File: src/hw/rtl/assert_macros.svh
// Assertion helpers for the transport stream packetizer.
`ifndef ASSERT_MACROS_SVH
`define ASSERT_MACROS_SVH

`ifndef ASSERT_OFF

// Check a property on every rising clock edge outside reset.
`define ASSERT_PROP(label, clk, rst_n, prop) \
	label: assert property (@(posedge clk) disable iff (!rst_n) (prop)) \
		else $error("assertion failed");

// Check that a condition never holds outside reset.
`define ASSERT_NEVER(label, clk, rst_n, cond) \
	label: assert property (@(posedge clk) disable iff (!rst_n) !(cond)) \
		else $error("forbidden condition seen");

`else

`define ASSERT_PROP(label, clk, rst_n, prop)
`define ASSERT_NEVER(label, clk, rst_n, cond)

`endif

`endif

File: src/hw/rtl/tsp_pkg.sv
package tsp_pkg;

	localparam int CFG_W     = 13;
	localparam int CFG_IDX_W = 2;

	localparam logic [CFG_IDX_W-1:0] CFG_PID     = 2'd0;
	localparam logic [CFG_IDX_W-1:0] CFG_SECTION = 2'd1;
	localparam logic [CFG_IDX_W-1:0] CFG_ENABLE  = 2'd2;

	localparam logic [7:0] TS_SYNC       = 8'h47;
	localparam logic [7:0] TS_FLAGS_BASE = 8'h20;
	localparam logic [7:0] TS_START      = 8'h40;
	localparam logic [7:0] TS_CC_BASE    = 8'h10;

	localparam int QUEUE_DEPTH = 4;
	localparam int QUEUE_AW    = 2;

	// Output positions of one job, in emission order.
	localparam int NUM_POS   = 9;
	localparam int POS_SYNC  = 0;
	localparam int POS_FLAGS = 1;
	localparam int POS_PID   = 2;
	localparam int POS_CC    = 3;
	localparam int POS_PTR   = 4;
	localparam int POS_HELD0 = 5;
	localparam int POS_HELD1 = 6;
	localparam int POS_DATA  = 7;
	localparam int POS_FILL  = 8;

	typedef struct packed {
		logic [NUM_POS-1:0] mask;
		logic [7:0]         flags_byte;
		logic [7:0]         pid_byte;
		logic [7:0]         cc_byte;
		logic [7:0]         held0;
		logic [7:0]         held1;
		logic [7:0]         data;
		logic               pend;
		logic [7:0]         fill;
	} job_t;

	typedef struct packed {
		logic push;
		logic pop;
		logic full;
		logic empty;
	} queue_ctl_t;

endpackage

File: src/hw/rtl/tsp_front.sv
module tsp_front #(
	parameter int PAYLOAD_BYTES = 184
) (
	input  logic                          clk,
	input  logic                          arst_n,
	input  logic                          cfg_we,
	input  logic [tsp_pkg::CFG_IDX_W-1:0] cfg_index,
	input  logic [tsp_pkg::CFG_W-1:0]     cfg_data,
	input  logic                          accept,
	input  logic [7:0]                    data_byte,
	input  logic                          buffer_end,
	output logic                          push,
	output tsp_pkg::job_t                 job
);

	localparam int CW = $clog2(PAYLOAD_BYTES + 1);

	logic [12:0]   pid_q;
	logic          section_q;
	logic          enable_q;
	logic [CW-1:0] chunk_q;
	logic [7:0]    held0_q;
	logic [7:0]    held1_q;
	logic [1:0]    held_cnt_q;
	logic [3:0]    cc_q;
	logic          buffer_first_q;
	logic          header_sent_q;

	logic          hdr;
	logic          hold;
	logic          flag;
	logic          ptr;
	logic [CW-1:0] base;
	logic [CW-1:0] chunk_new;
	logic          pend;
	logic [7:0]    fill;

	always_comb begin
		hdr  = !header_sent_q;
		hold = hdr && !section_q && (held_cnt_q != 2'd2) && !buffer_end;
		if (section_q) begin
			flag = buffer_first_q && (held_cnt_q == 2'd0);
		end else begin
			flag = (held_cnt_q == 2'd2) && (held0_q == 8'h00) && (held1_q == 8'h00)
				&& (data_byte == 8'h01);
		end
		ptr       = hdr && section_q && flag;
		base      = CW'(ptr) + CW'(held_cnt_q);
		chunk_new = (hdr ? base : chunk_q) + CW'(1);
		pend      = chunk_new >= CW'(PAYLOAD_BYTES);
		fill      = (buffer_end && !pend) ? 8'(CW'(PAYLOAD_BYTES) - chunk_new) : 8'h00;
	end

	always_comb begin
		push                      = accept && enable_q && !hold;
		job.mask                  = '0;
		job.mask[tsp_pkg::POS_SYNC]  = hdr;
		job.mask[tsp_pkg::POS_FLAGS] = hdr;
		job.mask[tsp_pkg::POS_PID]   = hdr;
		job.mask[tsp_pkg::POS_CC]    = hdr;
		job.mask[tsp_pkg::POS_PTR]   = ptr;
		job.mask[tsp_pkg::POS_HELD0] = hdr && (held_cnt_q != 2'd0);
		job.mask[tsp_pkg::POS_HELD1] = hdr && (held_cnt_q == 2'd2);
		job.mask[tsp_pkg::POS_DATA]  = 1'b1;
		job.mask[tsp_pkg::POS_FILL]  = fill != 8'h00;
		job.flags_byte = tsp_pkg::TS_FLAGS_BASE | (flag ? tsp_pkg::TS_START : 8'h00)
			| {3'b000, pid_q[12:8]};
		job.pid_byte   = pid_q[7:0];
		job.cc_byte    = tsp_pkg::TS_CC_BASE | {4'h0, cc_q};
		job.held0      = held0_q;
		job.held1      = held1_q;
		job.data       = data_byte;
		job.pend       = pend;
		job.fill       = fill;
	end

	always_ff @(posedge clk or negedge arst_n) begin
		if (!arst_n) begin
			pid_q          <= '0;
			section_q      <= 1'b0;
			enable_q       <= 1'b0;
			chunk_q        <= '0;
			held_cnt_q     <= '0;
			cc_q           <= '0;
			buffer_first_q <= 1'b1;
			header_sent_q  <= 1'b0;
		end else begin
			if (accept && enable_q) begin
				if (hold) begin
					held_cnt_q     <= held_cnt_q + 2'd1;
					buffer_first_q <= 1'b0;
				end else begin
					if (hdr) begin
						cc_q <= cc_q + 4'd1;
					end
					held_cnt_q <= '0;
					if (buffer_end) begin
						chunk_q        <= '0;
						header_sent_q  <= 1'b0;
						buffer_first_q <= 1'b1;
					end else begin
						chunk_q        <= pend ? '0 : chunk_new;
						header_sent_q  <= !pend;
						buffer_first_q <= 1'b0;
					end
				end
			end
			if (cfg_we) begin
				unique case (cfg_index)
					tsp_pkg::CFG_PID: begin
						pid_q <= cfg_data[12:0];
					end
					tsp_pkg::CFG_SECTION: begin
						section_q <= cfg_data[0];
					end
					tsp_pkg::CFG_ENABLE: begin
						enable_q <= cfg_data[0];
						if (cfg_data[0] && !enable_q) begin
							cc_q           <= '0;
							chunk_q        <= '0;
							held_cnt_q     <= '0;
							header_sent_q  <= 1'b0;
							buffer_first_q <= 1'b1;
						end
					end
					default: begin
					end
				endcase
			end
		end
	end

	always_ff @(posedge clk) begin
		if (accept && enable_q && hold) begin
			if (held_cnt_q[0]) begin
				held1_q <= data_byte;
			end else begin
				held0_q <= data_byte;
			end
		end
	end

endmodule

File: src/hw/rtl/tsp_queue.sv
module tsp_queue (
	input  logic                  clk,
	input  logic                  arst_n,
	input  logic                  push,
	input  logic                  pop,
	input  tsp_pkg::job_t         wr_job,
	output tsp_pkg::job_t         head,
	output tsp_pkg::queue_ctl_t   ctl
);

	tsp_pkg::job_t                    entries_q [tsp_pkg::QUEUE_DEPTH];
	logic [tsp_pkg::QUEUE_AW-1:0]     wr_ptr_q;
	logic [tsp_pkg::QUEUE_AW-1:0]     rd_ptr_q;
	logic [tsp_pkg::QUEUE_AW:0]       count_q;

	always_comb begin
		head      = entries_q[rd_ptr_q];
		ctl.push  = push;
		ctl.pop   = pop;
		ctl.full  = count_q == (tsp_pkg::QUEUE_AW + 1)'(tsp_pkg::QUEUE_DEPTH);
		ctl.empty = count_q == '0;
	end

	always_ff @(posedge clk or negedge arst_n) begin
		if (!arst_n) begin
			wr_ptr_q <= '0;
			rd_ptr_q <= '0;
			count_q  <= '0;
		end else begin
			if (push) begin
				wr_ptr_q <= wr_ptr_q + 1'b1;
			end
			if (pop) begin
				rd_ptr_q <= rd_ptr_q + 1'b1;
			end
			if (push && !pop) begin
				count_q <= count_q + 1'b1;
			end else if (pop && !push) begin
				count_q <= count_q - 1'b1;
			end
		end
	end

	always_ff @(posedge clk) begin
		if (push) begin
			entries_q[wr_ptr_q] <= wr_job;
		end
	end

endmodule

File: src/hw/rtl/tsp_back.sv
module tsp_back (
	input  logic          clk,
	input  logic          arst_n,
	input  tsp_pkg::job_t head,
	input  logic          head_valid,
	output logic          pop,
	output logic          m_tvalid,
	input  logic          m_tready,
	output logic [15:0]   m_tdata,
	output logic          m_tlast,
	output logic          m_tuser
);

	logic                        active_q;
	logic [tsp_pkg::NUM_POS-1:0] rem_q;
	logic                        m_tvalid_q;
	logic [15:0]                 m_tdata_q;
	logic                        m_tlast_q;
	logic                        m_tuser_q;

	logic [tsp_pkg::NUM_POS-1:0] cur;
	logic [tsp_pkg::NUM_POS-1:0] low;
	logic [tsp_pkg::NUM_POS-1:0] next_rem;
	logic                        load;
	logic                        emit;
	logic [7:0]                  byte_val;
	logic [7:0]                  fill_val;
	logic                        pend_val;

	always_comb begin
		cur      = active_q ? rem_q : head.mask;
		low      = cur & (~cur + 1'b1);
		next_rem = cur & ~low;
		load     = !m_tvalid_q || m_tready;
		emit     = load && head_valid;
		pop      = emit && (next_rem == '0);
	end

	always_comb begin
		byte_val = 8'h00;
		fill_val = 8'h00;
		pend_val = 1'b0;
		if (low[tsp_pkg::POS_SYNC]) begin
			byte_val = tsp_pkg::TS_SYNC;
		end else if (low[tsp_pkg::POS_FLAGS]) begin
			byte_val = head.flags_byte;
		end else if (low[tsp_pkg::POS_PID]) begin
			byte_val = head.pid_byte;
		end else if (low[tsp_pkg::POS_CC]) begin
			byte_val = head.cc_byte;
		end else if (low[tsp_pkg::POS_HELD0]) begin
			byte_val = head.held0;
		end else if (low[tsp_pkg::POS_HELD1]) begin
			byte_val = head.held1;
		end else if (low[tsp_pkg::POS_DATA]) begin
			byte_val = head.data;
			pend_val = head.pend;
		end else if (low[tsp_pkg::POS_FILL]) begin
			fill_val = head.fill;
			pend_val = 1'b1;
		end
	end

	always_ff @(posedge clk or negedge arst_n) begin
		if (!arst_n) begin
			active_q   <= 1'b0;
			rem_q      <= '0;
			m_tvalid_q <= 1'b0;
		end else begin
			if (load) begin
				m_tvalid_q <= emit;
			end
			if (emit) begin
				active_q <= next_rem != '0;
				rem_q    <= next_rem;
			end
		end
	end

	always_ff @(posedge clk) begin
		if (emit) begin
			m_tdata_q <= {fill_val, byte_val};
			m_tlast_q <= pend_val;
			m_tuser_q <= next_rem == '0;
		end
	end

	assign m_tvalid = m_tvalid_q;
	assign m_tdata  = m_tdata_q;
	assign m_tlast  = m_tlast_q;
	assign m_tuser  = m_tuser_q;

endmodule

File: src/hw/rtl/ts_packetizer.sv
// Transport stream packetizer. Payload bytes arrive one per transaction on the
// slave side and leave as 188-byte packets (header, optional pointer byte,
// payload, zero fill) on the master side, one output transaction per cycle
// while m_tready is high. The front end takes one input byte per cycle while
// its four-entry job queue has room; each byte yields zero to eight output
// transactions. The back-end sequencer emits one transaction per cycle while
// m_tready is high and the queue is not empty. A zero-fill transaction stands
// for the whole padding run. An input byte passes the job queue and the output
// register before it leaves. No clearing pass after reset; configuration
// writes take effect at once and must arrive while idle.
`include "assert_macros.svh"

module ts_packetizer #(
	parameter int PAYLOAD_BYTES = 184
) (
	input  logic                          clk,
	input  logic                          arst_n,
	input  logic                          cfg_we,
	input  logic [tsp_pkg::CFG_IDX_W-1:0] cfg_index,
	input  logic [tsp_pkg::CFG_W-1:0]     cfg_data,
	input  logic                          s_tvalid,
	output logic                          s_tready,
	input  logic [7:0]                    s_tdata,   // [7:0] data_byte
	input  logic                          s_tlast,   // buffer_end
	output logic                          m_tvalid,
	input  logic                          m_tready,
	output logic [15:0]                   m_tdata,   // [7:0] out_byte, [15:8] zero_fill
	output logic                          m_tlast,   // packet_end
	output logic                          m_tuser    // run_last
);

	logic                accept;
	logic                push;
	logic                pop;
	tsp_pkg::job_t       wr_job;
	tsp_pkg::job_t       head;
	tsp_pkg::queue_ctl_t q_ctl;
	logic                fill_item;
	logic                fill_tail;

	assign s_tready = !q_ctl.full;
	assign accept   = s_tvalid && s_tready;

	tsp_front #(
		.PAYLOAD_BYTES (PAYLOAD_BYTES)
	) u_front (
		.clk        (clk),
		.arst_n     (arst_n),
		.cfg_we     (cfg_we),
		.cfg_index  (cfg_index),
		.cfg_data   (cfg_data),
		.accept     (accept),
		.data_byte  (s_tdata),
		.buffer_end (s_tlast),
		.push       (push),
		.job        (wr_job)
	);

	tsp_queue u_queue (
		.clk    (clk),
		.arst_n (arst_n),
		.push   (push),
		.pop    (pop),
		.wr_job (wr_job),
		.head   (head),
		.ctl    (q_ctl)
	);

	tsp_back u_back (
		.clk        (clk),
		.arst_n     (arst_n),
		.head       (head),
		.head_valid (!q_ctl.empty),
		.pop        (pop),
		.m_tvalid   (m_tvalid),
		.m_tready   (m_tready),
		.m_tdata    (m_tdata),
		.m_tlast    (m_tlast),
		.m_tuser    (m_tuser)
	);

	assign fill_item = m_tvalid && (m_tdata[15:8] != 8'h00);
	assign fill_tail = m_tlast && m_tuser && (m_tdata[7:0] == 8'h00);

	`ASSERT_NEVER(a_push_full, clk, arst_n, q_ctl.push && q_ctl.full)
	`ASSERT_NEVER(a_pop_empty, clk, arst_n, q_ctl.pop && q_ctl.empty)
	`ASSERT_PROP(a_fill_ends_run, clk, arst_n, fill_item |-> fill_tail)

endmodule
File: config.mk
export PLATFORM = sky130hd
export DESIGN_NAME = ts_packetizer
export DESIGN_NICKNAME = d
export VERILOG_FILES = /design/src/hw/rtl/tsp_pkg.sv /design/src/hw/rtl/tsp_front.sv /design/src/hw/rtl/tsp_queue.sv /design/src/hw/rtl/tsp_back.sv /design/src/hw/rtl/ts_packetizer.sv
export VERILOG_INCLUDE_DIRS = /design/src /design/src/hw/rtl
export SDC_FILE = /design/constraint.sdc
export NUM_CORES = 1
export LEC_CHECK = 0
export BUFFER_PORTS_ARGS = -buffer_cell sky130_fd_sc_hd__clkbuf_2
export CAP_MARGIN = 15
export CORE_MARGIN = 2
export CORE_UTILIZATION = 40
export DETAILED_ROUTE_END_ITERATION = 12
export HOLD_SLACK_MARGIN = 0.12
export PLACE_DENSITY = 0.63
export SLEW_MARGIN = 10
export SYNTH_ARGS = -nofsm -noshare
export SYNTH_HDL_FRONTEND = slang
export SYNTH_SLANG_ARGS = --single-unit
File: constraint.sdc
create_clock -name clk -period 5.18 [get_ports clk]
set_clock_uncertainty 0.05 [all_clocks]
set_input_delay 0.777 -clock clk [delete_from_list [all_inputs] [get_ports clk]]
set_output_delay 0.777 -clock clk [all_outputs]
set_load 0.03 [all_outputs]
==> results of run 1 <==
sequential cells by signal, summed over array words and instances, names as in the netlist, 2 cells and up:
signal              cells
u_front.held0_q         8
u_back.rem_q            8
u_front.pid_q          13
u_front.held_cnt_q      2
u_front.chunk_q         8
u_back.m_tdata         16
u_front.held1_q         8
u_queue.entries_q     224
u_queue.count_q         3
u_front.cc_q            4
u_queue.rd_ptr_q        2
u_queue.wr_ptr_q        2
through the flow:
step	instances	total power, mW	hold WS (ns)	util
finish	1195	8.003	0.2243	0.4658
global route	1195	8.416	0.2815	0.4658
CTS	1195	8.082	0.2507	0.4658
detailed placement	1137	5.698	0.4274	0.4292
global placement	1137	5.665	0.4104	0.4292
floorplan	703	4.997	0.3990	-
cells in the mapped netlist, drive strengths merged (3+ instances only):
master and instances:
a21oi 16, a221oi 4, o221ai 5, a31oi 3, and3 10, edfxtp 258, mux2i 10, dfrtp 47
nand2b 9, mux2 20, xor2 8, mux4 53, and2 6, nor2 43, clkbuf 10, nand3b 4
nand4 5, or3 3, nor2b 3, buf 15, o21ai 21, nand2 39, a22o 7, nand3 22
nor3 7, inv 14, a21o 4, o211ai 3, o31ai 4, ha 12, xnor2 8, nor4 5
metal layers:
metal	GRT usage	routed length, µm	vias up
met3	0.02573	1148	28
met1	0.2332	11950	3298
met4	0.03350	309	0
met2	0.2388	11530	124
met5	0	0	-
li1	-	-	2930
where the power goes:
group	switching [mW]	internal [mW]	leakage (nW)
Clock	0.937	1.45	0.535
Sequential	0.310	3.15	2.96
Combinational	1.27	0.893	1.51
cell type report:
class | count | area [µm²] | area share
Clock inverter | 21 | 287.8 | 0.02025
Clock buffer | 37 | 828.3 | 0.05829
Multi-Input combinational cell | 357 | 3223 | 0.2268
Tap cell | 396 | 495.5 | 0.03487
Timing Repair Buffer | 63 | 365.4 | 0.02571
Inverter | 15 | 56.30 | 0.003962
Sequential cell | 306 | 8955 | 0.6301
critical path, stage by stage, from the launching register on:
cell,delay [ns]
dfrtp_1,0.75
nor2_1,0.23
ha_1,0.40
inv_1,0.05
o21ai_0,0.31
ha_1,0.28
nand3_1,0.18
xor2_1,0.18
a211o_1,0.28
a211oi_4,0.35
or2b_2,0.24
a41oi_1,0.05
or3_1,0.37
logic make-up (layout without fill, tap and decap cells):
kind of cell / after synthesis / in the layout / share of synthesized area
AND/OR/NAND/NOR: 163 / 163 / 0.06636
buffers and inverters: 40 / 136 / 0.01360
multiplexers: 83 / 83 / 0.1232
adder cells (fa/ha/maj): 13 / 13 / 0.01380
flip-flops: 306 / 306 / 0.7258
AO/OA/AOI/OAI: 82 / 82 / 0.04587
XOR/XNOR: 16 / 16 / 0.01137
worst max-delay path by stage:
stage	end	slack [ns]	from	depth (start not counted)
floorplan	u_queue.entries_q[0][60]	1.46	u_front.header_sent_q	14
global placement	u_queue.entries_q[0][60]	1.31	u_front.header_sent_q	12
detailed placement	u_queue.entries_q[1][60]	1.17	u_front.header_sent_q	12
CTS	u_queue.entries_q[3][60]	1.17	u_front.header_sent_q	12
global route	u_queue.entries_q[0][60]	0.85	u_front.header_sent_q	12
finish	u_queue.entries_q[3][60]	1.17	u_front.header_sent_q	12
==> impl_metrics.env, run 1 <==
export IMPL_outcome="finished clean"
export IMPL_rr_worst_depth=12
export IMPL_synth_edff_count=258
export IMPL_yosys_warnings=0
export IMPL_io_buffers=48
export IMPL_final_common_cell="edfxtp_1"
export IMPL_wl_per_cell_um=20.86
export IMPL_powerDensity_nw_per_um2=563.1
export IMPL_synth_top_area_cell="edfxtp_1"
export IMPL_start_kind="flip-flop"
export IMPL_num_vias=6380
export IMPL_start_util=0.4042
export IMPL_grt_pass1_wl_um=39100
export IMPL_finalMaxSlewViolations=0
export IMPL_antenna_left=0
export IMPL_layout_common_cells="258 x edfxtp_1, 53 x mux4_2, 48 x clkbuf_2, 45 x dfrtp_1, 43 x nor2_1"
export IMPL_grt_use_total=0.1549
export IMPL_synth_area_leaders="edfxtp_1 63%, mux4_2 9.7%, dfrtp_1 9.5%"
export IMPL_ys_seq_elements=306
export IMPL_ir_drop_v=0.0002953
export IMPL_cellLeakagePower_nw=4.998
export IMPL_required_ns=5.41
export IMPL_cts_buffers=31
export IMPL_coreArea_um2=30510
export IMPL_setup_ws_ns=1.169
export IMPL_grt_antenna_before_repair=1
export IMPL_path_class="reg2reg"
export IMPL_ys_types=59
export IMPL_grt_max_degree=57
export IMPL_hold_viol=0
export IMPL_cts_path_max_buffers=3
export IMPL_htreeDepth=1
export IMPL_drtPass1Iterations=5
export IMPL_layout_min_cycle_time_ns=4.011
export IMPL_crit_fanout=23
export IMPL_nets=816
export IMPL_async_flop_share=0.1569
export IMPL_dp_slack_ns=1.171
export IMPL_synth_top_area_share=0.6283
export IMPL_gp_congestion=0.8330
export IMPL_cp_end_kind="flip-flop"
export IMPL_reg2reg_to="u_queue.entries_q[3][60]"
export IMPL_finalCritPeriodShare=0.7744
export IMPL_synth_nets=745
export IMPL_drc=0
export IMPL_worstHoldPathType="in2async"
export IMPL_io_pins=49
export IMPL_cts_root_buf="clkbuf_16"
export IMPL_slew_headroom=0.2407
export IMPL_cts_resized=0
export IMPL_grt_remaining_overflow=0
export IMPL_nFillCells=2560
export IMPL_row_count=64
export IMPL_cts_sinks=306
export IMPL_crit_reg2reg_launch="u_front.header_sent_q"
export IMPL_viasPerCell=5.339
export IMPL_rsz0062_at_grt="no"
export IMPL_cap_violations=0
export IMPL_antenna_cells=0
export IMPL_hold_buffers=0
export IMPL_max_freq_mhz=249.3
export IMPL_cp_arrival_ns=4.24
export IMPL_fp_dieW_um=179.6
export IMPL_tns_ns=0
export IMPL_dp_final_hpwl_um=16350
export IMPL_insertion_delay_ns=0.57
export IMPL_drt_iter0_drc=547
export IMPL_avgSynthCellArea_um2=17.54
export IMPL_area_growth_pct=15.25
export IMPL_die_h_um=179.6
export IMPL_synthesis_area_um2=12330
export IMPL_post_route_cell_area_um2=14210
export IMPL_clkTransAtPathRegs_ns=0.07
export IMPL_dieArea_um2=32250
export IMPL_worst_pin_slew_ns=1.130
export IMPL_grt_pass1_vias=6476
export IMPL_drive_gt1_frac=0.2528
export IMPL_place_area_um2=13100
export IMPL_setup_viol=0
export IMPL_cts_tree="yes"
export IMPL_synthCells=703
export IMPL_yosys_most_used_dff="edfxtp_1"
export IMPL_drt_total_wl_um=24930
export IMPL_r2r_slack_ns=1.17
export IMPL_ys_seq_area_frac=0.7258
export IMPL_post_cts_setup_buffer_count=0
No activity file was read; power rests on OpenSTA's default activity.
==> run 2: changes to the inputs <==
- PLACE_DENSITY: 0.63 -> 0.65
- clock period: 5.18 -> 3.6 ns (I/O delays scaled with it)
==> impl_metrics.env, run 2 (synthesis results as in run 1) <==
export IMPL_start_kind="flip-flop"
export IMPL_cts_tree="yes"
export IMPL_powerDensity_nw_per_um2=791.6
export IMPL_cp_end_kind="flip-flop"
export IMPL_slew_headroom=0.3888
export IMPL_area_growth_pct=16.17
export IMPL_hold_viol=0
export IMPL_antenna_left=0
export IMPL_drive_gt1_frac=0.2803
export IMPL_setup_ws_ns=0.1433
export IMPL_crit_chain="inv_1 -> ha_2 -> nand3_2 -> nor2_2 -> ha_1 -> ha_1 -> mux2_4 -> ha_2 -> nand3_4 -> xnor2_1 -> o311ai_2 -> o31ai_2 -> nor2_2 -> or3_4"
export IMPL_cts_sinks=306
export IMPL_max_freq_mhz=289.3
export IMPL_crit_fanout=5
export IMPL_place_area_um2=13270
export IMPL_nFillCells=2573
export IMPL_setup_viol=0
export IMPL_grt_max_degree=57
export IMPL_drc=0
export IMPL_ir_drop_v=0.0004487
export IMPL_cts_path_max_buffers=3
export IMPL_regMostFlops="u_queue.entries_q"
export IMPL_worstHoldPathType="in2reg"
export IMPL_insertion_delay_ns=0.55
export IMPL_power_frac_seq=0.426
export IMPL_outcome="finished clean"
export IMPL_grt_pass1_vias=6667
export IMPL_htreeDepth=1
export IMPL_row_count=64
export IMPL_drtPass1Iterations=5
export IMPL_intPower_mw=7.725
export IMPL_wl_per_cell_um=20.37
export IMPL_dp_slack_ns=-0.01250
export IMPL_max_stage_delay_ns=0.40
export IMPL_clkTransAtPathRegs_ns=0.06
export IMPL_largest_reg_flops=224
export IMPL_cp_arrival_ns=3.69
export IMPL_grt_pass1_wl_um=39150
export IMPL_cp_slowest_cell="or3_4"
export IMPL_final_common_cell="edfxtp_1"
export IMPL_hold_ws_ns=0.1700
export IMPL_viasPerCell=5.343
export IMPL_num_vias=6481
export IMPL_cts_root_buf="clkbuf_16"
export IMPL_crit_buf_inv=1
export IMPL_power_frac_clock=0.270
export IMPL_die_h_um=179.6
export IMPL_cap_violations=0
export IMPL_layout_min_cycle_time_ns=3.457
export IMPL_finalMaxSlewViolations=0
export IMPL_gp_congestion=0.8253
export IMPL_cellLeakagePower_nw=5.047
export IMPL_antenna_cells=0
export IMPL_nets=835
export IMPL_dieArea_um2=32250
export IMPL_post_route_cell_area_um2=14330
export IMPL_fp_dieW_um=179.6
export IMPL_drt_total_wl_um=24710
export IMPL_path_class="reg2reg"
export IMPL_grt_antenna_before_repair=0
export IMPL_coreArea_um2=30510
export IMPL_worst_pin_slew_ns=0.9135
export IMPL_drt_iter0_drc=487
export IMPL_grt_remaining_overflow=0
export IMPL_required_ns=3.84
export IMPL_layout_common_cells="258 x edfxtp_1, 53 x mux4_2, 48 x clkbuf_2, 45 x dfrtp_1, 41 x nor2_1"
export IMPL_finalCritPeriodShare=0.9602
export IMPL_p_comb_frac=0.304
export IMPL_switching_share=0.3187
export IMPL_io_buffers=48
export IMPL_start_util=0.4042
export IMPL_cp_top_family="simple AND/OR/NAND/NOR gates"
export IMPL_dp_final_hpwl_um=15810
export IMPL_cts_buffers=30
export IMPL_power_switching_mw=3.614
export IMPL_grt_use_total=0.1541
export IMPL_io_pins=49
-- run 2: changes by cell type in the layout (fill, tap and decap cells not counted), moves of 2 or more --
cell       before  now
buf_12          1    4
buf_4          14   30
bufinv_16       6    3
clkbuf_1        3    6
clkbuf_8        3    1
clkinv_2        4    9
ha_1           12   10
ha_2            0    2
nand3_1        21   19
nor2_1         43   41
nor2_2          0    2
-- run 2: layout make-up --
| class | count | area (µm²) | area share |
|---|---|---|---|
| flip-flops and latches | 306 | 8955 | 0.6251 |
| multi-input cells | 357 | 3286 | 0.2294 |
| clock buffers | 37 | 787.0 | 0.05494 |
| repair buffers | 83 | 555.5 | 0.03878 |
| well taps | 396 | 495.5 | 0.03459 |
| clock inverters | 19 | 190.2 | 0.01328 |
| inverters | 15 | 56.30 | 0.003930 |
-- run 2: repair_timing --
action	4_1_cts	5_1_grt
resized for setup	1	15
buffers inserted	0	1
pin swaps	0	4
hold buffers	1	0
hold endpoints to repair	8	0
endpoints found under the setup margin	4	35
-- run 2: power groups by stage --
stage	logic (mW)	clock network (mW)	registers, mW
3_3_place_gp	3.42	0	4.88
5_1_grt	3.75	3.27	4.90
2_1_floorplan	2.22	0	4.97
3_5_place_dp	3.44	0	4.91
6_report	3.44	3.06	4.83
4_1_cts	3.46	3.13	4.83
-- run 2: final timing paths --
| kind | start | end | slack (ns) | cells after the start |
|---|---|---|---|---|
| max reg2reg | u_front.held_cnt_q[0] | u_queue.entries_q[3][60] | 0.14 | 14 |
| min in group asynchronous | arst_n | u_back.rem_q[7] | 0.37 | 2 |
| max | u_front.held_cnt_q[0] | u_queue.entries_q[3][60] | 0.14 | 14 |
| min | cfg_data[11] | u_front.pid_q[11] | 0.17 | 2 |
| max in group asynchronous | arst_n | u_front.buffer_first_q | 2.42 | 3 |
| min reg2reg | u_back.rem_q[8] | u_back.rem_q[8] | 0.43 | 1 |
-- run 2: per-stage QoR --
step             util  TNS [ns]  power, mW  std cells
6_report       0.4695         0      11.34       1213
5_1_grt        0.4695   -0.1648      11.92       1213
4_1_cts        0.4674         0      11.42       1212
3_5_place_dp   0.4349  -0.04981      8.346       1155
3_3_place_gp   0.4349         0      8.301       1155
2_1_floorplan       -         0      7.192        703
-- run 2: per-layer routing --
metal / vias to the layer above / wire length, µm / GRT usage
met1: 3339 / 11600 / 0.2304
li1: 2972 / - / -
met3: 27 / 1099 / 0.02147
met5: - / 0 / 0
met2: 143 / 11680 / 0.2411
met4: 0 / 330 / 0.03740
==> run 3: changes to the inputs <==
- ABC_AREA: unset -> 1
==> impl_metrics.env, run 3 <==
export IMPL_rsz0062_at_grt="no"
export IMPL_wl_per_cell_um=17.93
export IMPL_dp_slack_ns=0.3355
export IMPL_area_growth_pct=15.00
export IMPL_die_h_um=182.9
export IMPL_path_class="reg2reg"
export IMPL_layout_common_cells="258 x edfxtp_1, 168 x nand2_1, 124 x nor2_1, 98 x o21ai_0, 63 x inv_1"
export IMPL_synth_top_area_share=0.6055
export IMPL_setup_viol=0
export IMPL_place_area_um2=13640
export IMPL_cts_tree="yes"
export IMPL_worstHoldPathType="in2reg"
export IMPL_synth_edff_count=258
export IMPL_cellLeakagePower_nw=5.537
export IMPL_grt_use_total=0.1700
export IMPL_yosys_warnings=0
export IMPL_io_pins=49
export IMPL_row_count=65
export IMPL_required_ns=3.83
export IMPL_start_util=0.4055
export IMPL_synth_commonest_cells="258 x edfxtp_1, 168 x nand2_1, 129 x nor2_1"
export IMPL_finish_utilization=0.4663
export IMPL_cp_slowest_cell="dfrtp_1"
export IMPL_io_buffers=48
export IMPL_dieArea_um2=33430
export IMPL_nets=1165
export IMPL_final_common_cell="edfxtp_1"
export IMPL_drt_total_wl_um=27800
export IMPL_worst_pin_slew_ns=0.8685
export IMPL_async_flop_share=0.1569
export IMPL_cp_arrival_ns=3.51
export IMPL_grt_pass1_vias=7990
export IMPL_cap_violations=0
export IMPL_avgSynthCellArea_um2=12.07
export IMPL_post_route_cell_area_um2=14710
export IMPL_fp_dieW_um=182.9
export IMPL_multi_input_area_um2=3401
export IMPL_synth_area_leaders="edfxtp_1 61%, dfrtp_1 9.2%, nand2_1 4.9%"
export IMPL_outcome="finished clean"
export IMPL_viasPerCell=5.266
export IMPL_powerDensity_nw_per_um2=774.0
export IMPL_cts_root_buf="clkbuf_16"
export IMPL_setup_ws_ns=0.3242
export IMPL_clkTransAtPathRegs_ns=0.06
export IMPL_drt_iter0_drc=678
export IMPL_hold_viol=0
export IMPL_ys_seq_area_frac=0.6995
export IMPL_synthCells=1060
export IMPL_insertion_delay_ns=0.55
export IMPL_tns_ns=0
export IMPL_crit_reg2reg_launch="u_front.held_cnt_q[0]"
export IMPL_finalCritPeriodShare=0.9099
export IMPL_largest_reg_flops=224
export IMPL_synthesis_area_um2=12790
export IMPL_startpoint="u_front.held_cnt_q[0]"
export IMPL_layout_min_cycle_time_ns=3.276
export IMPL_crit_fanout=13
export IMPL_worst_path_most_repeated_cell="nand2_1"
export IMPL_ir_drop_v=0.0004510
export IMPL_regArea_um2=8954
export IMPL_cts_sinks=306
export IMPL_grt_max_degree=57
export IMPL_dp_final_hpwl_um=17490
export IMPL_drc=0
export IMPL_ys_types=45
export IMPL_yosys_most_used_dff="edfxtp_1"
export IMPL_finalMaxSlewViolations=0
export IMPL_num_vias=8163
export IMPL_drtPass1Iterations=7
export IMPL_total_power_mw=11.39
export IMPL_grt_remaining_overflow=0
export IMPL_post_cts_setup_buffer_count=0
export IMPL_regMostFlops="u_queue.entries_q"
export IMPL_max_stage_delay_ns=0.39
export IMPL_grt_pass1_wl_um=44570
export IMPL_ys_seq_elements=306
export IMPL_grt_antenna_before_repair=0
export IMPL_antenna_cells=0
export IMPL_nFillCells=2787
export IMPL_cts_path_max_buffers=3
export IMPL_synth_nets=1102
export IMPL_drive_gt1_frac=0.1751
export IMPL_antenna_left=0
export IMPL_coreArea_um2=31560
export IMPL_cp_end_kind="flip-flop"
export IMPL_start_kind="flip-flop"
export IMPL_hold_start="m_tready"
export IMPL_gp_congestion=0.8369
export IMPL_slew_headroom=0.4210
export IMPL_cts_buffers=31
export IMPL_htreeDepth=1
export IMPL_crit_chain="inv_1 -> ha_1 -> nand3_1 -> nor2_2 -> ha_1 -> ha_1 -> nand2_1 -> nand2_1 -> ha_1 -> nand2_1 -> o21ai_1 -> nand2_1 -> nor2_2 -> nand2_1 -> nand2_2 -> nand2_4 -> nand2_1 -> nor2_1"
export IMPL_synth_top_area_cell="edfxtp_1"
export IMPL_yosysMostFrequentCell="edfxtp_1"
export IMPL_max_freq_mhz=305.3
run 3: worst paths after layout:
kind	endpoint	slack, ns	cells after the start
worst max-delay path	u_queue.entries_q[1][2]	0.32	18
worst min-delay path	u_back.m_tvalid	0.17	2
worst max register to register	u_queue.entries_q[1][2]	0.32	18
worst min register to register	u_back.rem_q[8]	0.46	2
max in group asynchronous	u_front.pid_q[9]	2.04	3
min in group asynchronous	u_front.chunk_q[7]	0.57	2
run 3: final cells by class:
cell class              count  area share
inverters                  68     0.01743
clock buffers              47     0.06293
flip-flops and latches    306      0.6085
clock inverters            11    0.009099
well taps                 402     0.03418
multi-input cells         640      0.2311
repair buffers             76     0.03673
run 3: cell families after synthesis:
| logic type | count (synthesis) | share of synthesized area |
|---|---|---|
| XOR/XNOR | 5 | 0.003423 |
| AND/OR/NAND/NOR | 412 | 0.1474 |
| adder cells (fa/ha/maj) | 13 | 0.01330 |
| AO/OA/AOI/OAI | 198 | 0.08782 |
| multiplexers | 12 | 0.01056 |
| buffers and inverters | 114 | 0.03804 |
| flip-flops | 306 | 0.6995 |
run 3: worst max-delay path, delay by kind of cell, from the launching register on:
kind | cells | cell delay [ns]
compound gates | 1 | 0.13
fa+ha+maj | 4 | 0.96
buf+inv | 1 | 0.10
flops | 1 | 0.39
simple gates | 12 | 1.40
run 3: through the flow:
step | cells | hold WS [ns]
after global routing | 1550 | 0.1484
after detailed placement | 1491 | 0.4321
after CTS | 1550 | 0.1444
after global placement | 1491 | 0.4317
after floorplan | 1060 | 0.1944
final | 1550 | 0.1651
run 3: power breakdown:
| part | internal, mW | switching (mW) |
|---|---|---|
| combinational | 1.01 | 2.45 |
| sequential | 4.41 | 0.252 |
| clock | 1.98 | 1.28 |
| total | 7.41 | 3.98 |
run 3: repair_timing:
item	CTS	global route
resized for setup	0	2
hold buffers	1	0
endpoints found under the setup margin	0	8
hold endpoints to repair	28	0
run 3: routing by layer:
metal	global-route usage	vias up	wire length [µm]
met5	0	-	0
met4	0.04896	0	621
met2	0.2806	241	13290
li1	-	3888	-
met1	0.2376	3984	12300
met3	0.02224	50	1589
